File: src/rtl/rbgr_pkg.sv
// Package for the receive bitmap gap reporter.
// Holds the item types, request codes and control/status structs.
// No dependencies; every other file refers to it by scoped names.
`timescale 1ns / 1ps
`default_nettype none

package rbgr_pkg;

  // Fixed field widths of the item formats.
  localparam int unsigned FUNC_W  = 2;
  localparam int unsigned SEQ_W   = 16;
  localparam int unsigned RANGE_W = 12;
  localparam int unsigned GCNT_W  = 4;
  localparam int unsigned RCNT_W  = 13;
  localparam int unsigned TOTAL_W = 13;

  // Request codes carried in the func field.
  localparam logic [FUNC_W-1:0] FUNC_MARK   = 2'd0;
  localparam logic [FUNC_W-1:0] FUNC_REPORT = 2'd1;
  localparam logic [FUNC_W-1:0] FUNC_CLEAR  = 2'd2;

  // One input item.
  typedef struct packed {
    logic [FUNC_W-1:0] func;
    logic [SEQ_W-1:0]  seq;
  } item_t;

  // One result item.
  typedef struct packed {
    logic               gap_valid;
    logic [RANGE_W-1:0] gap_first;
    logic [RANGE_W-1:0] gap_end;
    logic [GCNT_W-1:0]  gap_count;
    logic [RCNT_W-1:0]  received_count;
    logic               last;
  } result_t;

  // Commands from the controller to the datapath.
  typedef struct packed {
    logic clr_init;
    logic clr_step;
    logic mark_init;
    logic mark_wr;
    logic scan_init;
    logic scan_step;
    logic scan_close;
    logic emit_step;
    logic emit_empty;
  } cmd_t;

  // Status from the datapath to the controller.
  typedef struct packed {
    logic clr_last;
    logic scan_done;
    logic gap_none;
    logic emit_last;
  } status_t;

endpackage

`default_nettype wire

File: src/rtl/rbgr_ctrl.sv
// Controller state machine for the receive bitmap gap reporter.
// Sequences clear sweeps, marks, scans and result emission; uses rbgr_pkg.
`timescale 1ns / 1ps
`default_nettype none

module rbgr_ctrl (
  input  wire logic                     clk_i,
  input  wire logic                     rst_ni,
  input  wire logic                     start_i,
  input  wire logic [rbgr_pkg::FUNC_W-1:0] func_i,
  output logic                          busy_o,
  output rbgr_pkg::cmd_t                cmd_o,
  input  wire rbgr_pkg::status_t        sts_i
);

  localparam logic [2:0] S_CLEAR = 3'd0;
  localparam logic [2:0] S_IDLE  = 3'd1;
  localparam logic [2:0] S_MARK  = 3'd2;
  localparam logic [2:0] S_SCAN  = 3'd3;
  localparam logic [2:0] S_CLOSE = 3'd4;
  localparam logic [2:0] S_EMIT  = 3'd5;
  localparam logic [2:0] S_EMPTY = 3'd6;

  logic [2:0] state_q, state_d;
  logic       accept;

  assign busy_o = (state_q != S_IDLE);
  assign accept = start_i && !busy_o;

  // Next state and command decode.
  always_comb begin
    state_d = state_q;
    cmd_o   = '0;
    unique case (state_q)
      S_CLEAR: begin
        cmd_o.clr_step = 1'b1;
        if (sts_i.clr_last) begin
          state_d = S_IDLE;
        end
      end
      S_IDLE: begin
        if (accept) begin
          unique case (func_i)
            rbgr_pkg::FUNC_MARK: begin
              cmd_o.mark_init = 1'b1;
              state_d         = S_MARK;
            end
            rbgr_pkg::FUNC_REPORT: begin
              cmd_o.scan_init = 1'b1;
              state_d         = S_SCAN;
            end
            rbgr_pkg::FUNC_CLEAR: begin
              cmd_o.clr_init = 1'b1;
              state_d        = S_CLEAR;
            end
            default: begin
              state_d = S_IDLE;
            end
          endcase
        end
      end
      S_MARK: begin
        cmd_o.mark_wr = 1'b1;
        state_d       = S_IDLE;
      end
      S_SCAN: begin
        cmd_o.scan_step = 1'b1;
        if (sts_i.scan_done) begin
          state_d = S_CLOSE;
        end
      end
      S_CLOSE: begin
        cmd_o.scan_close = 1'b1;
        state_d          = sts_i.gap_none ? S_EMPTY : S_EMIT;
      end
      S_EMIT: begin
        cmd_o.emit_step = 1'b1;
        if (sts_i.emit_last) begin
          state_d = S_IDLE;
        end
      end
      S_EMPTY: begin
        cmd_o.emit_empty = 1'b1;
        state_d          = S_IDLE;
      end
      default: begin
        state_d = S_IDLE;
      end
    endcase
  end

  // State register; reset starts with a clearing sweep of the store.
  always_ff @(posedge clk_i or negedge rst_ni) begin
    if (!rst_ni) begin
      state_q <= S_CLEAR;
    end else begin
      state_q <= state_d;
    end
  end

  // A mark, report or clear request always makes the block busy next cycle.
  assert property (@(posedge clk_i) disable iff (!rst_ni)
    accept && (func_i == rbgr_pkg::FUNC_MARK || func_i == rbgr_pkg::FUNC_REPORT ||
               func_i == rbgr_pkg::FUNC_CLEAR) |=> busy_o)
    else $error("request accepted without entering a busy state");

  // A mark is followed by its store write in the mark state, after which the block is idle again.
  assert property (@(posedge clk_i) disable iff (!rst_ni)
    cmd_o.mark_init |=> cmd_o.mark_wr ##1 !busy_o)
    else $error("mark did not complete in two cycles");

endmodule

`default_nettype wire

File: config.mk
export PLATFORM = sky130hd
export DESIGN_NAME = rbgr_ctrl
export DESIGN_NICKNAME = d
export VERILOG_FILES = /design/src/rtl/rbgr_pkg.sv /design/src/rtl/rbgr_ctrl.sv
export SDC_FILE = /design/constraint.sdc
export NUM_CORES = 1
export LEC_CHECK = 0
export BUFFER_PORTS_ARGS = -buffer_cell sky130_fd_sc_hd__buf_2
export CORE_AREA = 4 4 41 43
export CTS_CLUSTER_DIAMETER = 80
export DETAILED_ROUTE_END_ITERATION = 8
export DIE_AREA = 0 0 45 47
export PLACE_DENSITY = 0.53
export RECOVER_POWER = 50
export SETUP_SLACK_MARGIN = 0.02
export SLEW_MARGIN = 20
export SYNTH_ARGS = -nofsm -noshare
export SYNTH_HDL_FRONTEND = slang
export SYNTH_SLANG_ARGS = --single-unit
export TNS_END_PERCENT = 1
File: constraint.sdc
create_clock -name clk_i -period 1.3 [get_ports clk_i]
set_clock_uncertainty 0.05 [all_clocks]
set_input_delay 0.065 -clock clk_i [delete_from_list [all_inputs] [get_ports clk_i]]
set_output_delay 0.065 -clock clk_i [all_outputs]
set_load 0.05 [all_outputs]
==> impl_metrics.py <==
metrics = {
    "clock_network": {
        "tritoncts": "yes",
        "clock_sinks": 3,
        "root_buffer": "clkbuf_4",
        "clk_pin_slew_ns": 0.04,
        "clk_latency_ns": 0.23,
        "cts_buffers": 3,
        "h-tree-depth": 1,
        "clock_path_buffers": 2,
    },
    "worst_setup_path": {
        "rr_startpoint": "state_q[1]",
        "startpoint_type": "flip-flop",
        "crit_fanout": 6,
        "crit_path_end_kind": "output pin",
        "crit_type": "flip-flop to output pin",
        "required_ns": 1.19,
        "rr_worst_depth": 4,
        "crit_start": "state_q[2]",
        "reg2reg_slack_ns": -0.12,
        "crit_arrival_ns": 1.36,
    },
    "synth": {
        "ys.flop_type": "dfrtp_1",
        "synthArstFlopShare": 1.00,
        "yosysTopAreaCell": "dfrtp_1",
        "netlist-cell-type-count": 22,
        "synth-xor-area-share": 0,
        "synthMuxAreaShare": 0.0866,
        "synth_edf_count": 0,
        "yosys.area_share.simple": 0.446,
        "synth.most_common_cell": "nor3_1",
        "synth.area.top_cells": "dfrtp_1 (26%), and4bb_1 (8.7%), nor3_1 (8.7%)",
        "synth_top_family_by_area": "simple AND/OR/NAND/NOR gates",
        "yosys.area_share.adder": 0,
        "yosysWarnings": 0,
        "ys_ff_latch": 3,
        "synth.cell_area_um2": 289,
        "ys_top_cells_by_count": "nor3_1 (5), dfrtp_1 (3)",
        "ys_seq_area_frac": 0.260,
        "netlist_instances": 32,
        "synth_fp_nets": 41,
        "synth_top_area_share": 0.260,
        "synth_compound_area_frac": 0.0996,
        "postSynthAreaPerCell_um2": 9.03,
    },
    "place": {
        "gp_congestion": 0.637,
        "place_ws_ns": -0.110,
        "place_area_um2": 465,
        "port_buffers": 18,
    },
    "hold_path": {
        "hold_class": "primary input to flip-flop",
        "hold_depth": 2,
        "hold_start": "sts_i[2]",
    },
    "routing": {
        "wl_per_cell_um": 11.2,
        "drt-vias-per-instance": 4.66,
        "vias": 340,
        "ant_nets": 0,
        "firstDrtPassIters": 2,
        "drt_iter0_markers": 6,
        "drcViolationCount": 0,
        "wirelength_um": 821,
    },
    "die": {
        "fp.dieW_um": 45,
        "row_count": 13,
        "dieArea_um2": 2120,
        "die_h_um": 47,
        "start_util": 0.222,
        "io-pin-count": 19,
        "coreArea_um2": 1300,
    },
    "timing": {
        "post-route-period-util": 1.13,
        "maxSlewViolCount": 0,
        "worstMarginPinSlew_ns": 0.159,
        "fmax_mhz": 680,
        "fin_hold_ws_ns": 0.0438,
        "rsz0062_at_grt": "yes",
        "setup_viol": 11,
        "hold_violations": 0,
        "finalCriticalPeriod_ns": 1.47,
        "fin_ws_ns": -0.172,
        "slew_headroom": 0.891,
    },
    "layout": {
        "multiInputGateArea_um2": 246,
        "drive_above_1_share": 0.776,
        "largest-register": "state_q",
        "antenna_cells": 0,
        "regArea_um2": 78.8,
        "area.growth.synth_to_final_pct": 106,
        "largest_reg_flops": 3,
        "reg_top3": "state_q: 3 flops",
        "nets": 68,
        "fin_area_um2": 594,
        "fill_cells": 129,
    },
    "global_routing": {
        "grt_max_degree": 9,
        "antenna_found_initial": 0,
        "grtUsageTotal": 0.0918,
        "grt_overflow_total": 0,
        "grt_pass1_wl_um": 1460,
        "grt_pass1_vias": 375,
    },
    "outcome": {
        "violations": "setup timing",
        "status": "finished, violations left",
    },
    "pwr": {
        "ir_worst_vdd_mv": 1.23,
        "p_leak_nw": 0.275,
        "p_per_area_nw_per_um2": 2830,
    },
    "run": {
        "max_cap_violations": 0,
    },
}
## worst max-delay path: stages (launching register included)
cell and delay [ns]:
dfrtp_2 0.43, nand4bb_4 0.27, buf_6 0.15, nor3_4 0.10, buf_6 0.17
## kinds of logic (layout without fill, tap and decap cells)
family	count (synthesis)	in the layout
compound gates	3	3
simple gates	19	19
mux	2	2
flops	3	3
buf+inv	5	31
## metrics by stage
stage | utilization | cells | power [W] | setup TNS [ns]
floorplan | - | 32 | 0.00108 | -0.405
global placement | 0.358 | 66 | 0.00128 | -0.163
detailed placement | 0.358 | 66 | 0.00127 | -0.176
CTS | 0.447 | 72 | 0.00165 | -0.902
global route | 0.457 | 73 | 0.00179 | -1.94
finish | 0.457 | 73 | 0.00168 | -1.16
## where the power goes
| group | internal (W) | leakage, nW | switching, W |
|---|---|---|---|
| registers | 0.000150 | 0.0338 | 0.0000834 |
| logic | 0.000571 | 0.226 | 0.000713 |
| clock network | 0.000115 | 0.0150 | 0.0000462 |
## cell type report
| type | instances | share of cell area |
|---|---|---|
| clock buffer | 4 | 0.0442 |
| inverter | 2 | 0.0168 |
| multi-input combinational | 24 | 0.415 |
| sequential | 3 | 0.133 |
| tap | 15 | 0.0316 |
| timing repair buffer | 25 | 0.360 |
## cell usage in the layout (no fill, tap or decap), types with 2 or more instances in the layout
master	instances
clkbuf_1	2
buf_4	4
clkbuf_4	3
buf_6	12
and4bb_1	2
dfrtp_2	3
buf_2	7
nor3_2	4
and3_2	2
nand2_1	2
## routing by layer
metal,part of all wire,GRT usage
met5,0,0
met1,0.40,0.105
met4,0,0.0526
met2,0.50,0.147
met3,0.10,0.0345
## final timing paths
path / to
setup / recovery: cmd_o[6]
setup reg to reg: state_q[0]
max in group asynchronous: state_q[1]
hold reg to reg: state_q[0]
hold / removal: state_q[2]
min in group asynchronous: state_q[0]
## what timing repair did
action | CTS | global route
buffers inserted | 1 | 1
pin swaps | 3 | 1
hold endpoints to repair | 3 | 0
hold buffers | 1 | 0
gates resized for setup | 26 | 3
endpoints found under the setup margin | 11 | 13
No activity file was read; power rests on OpenSTA's default activity.
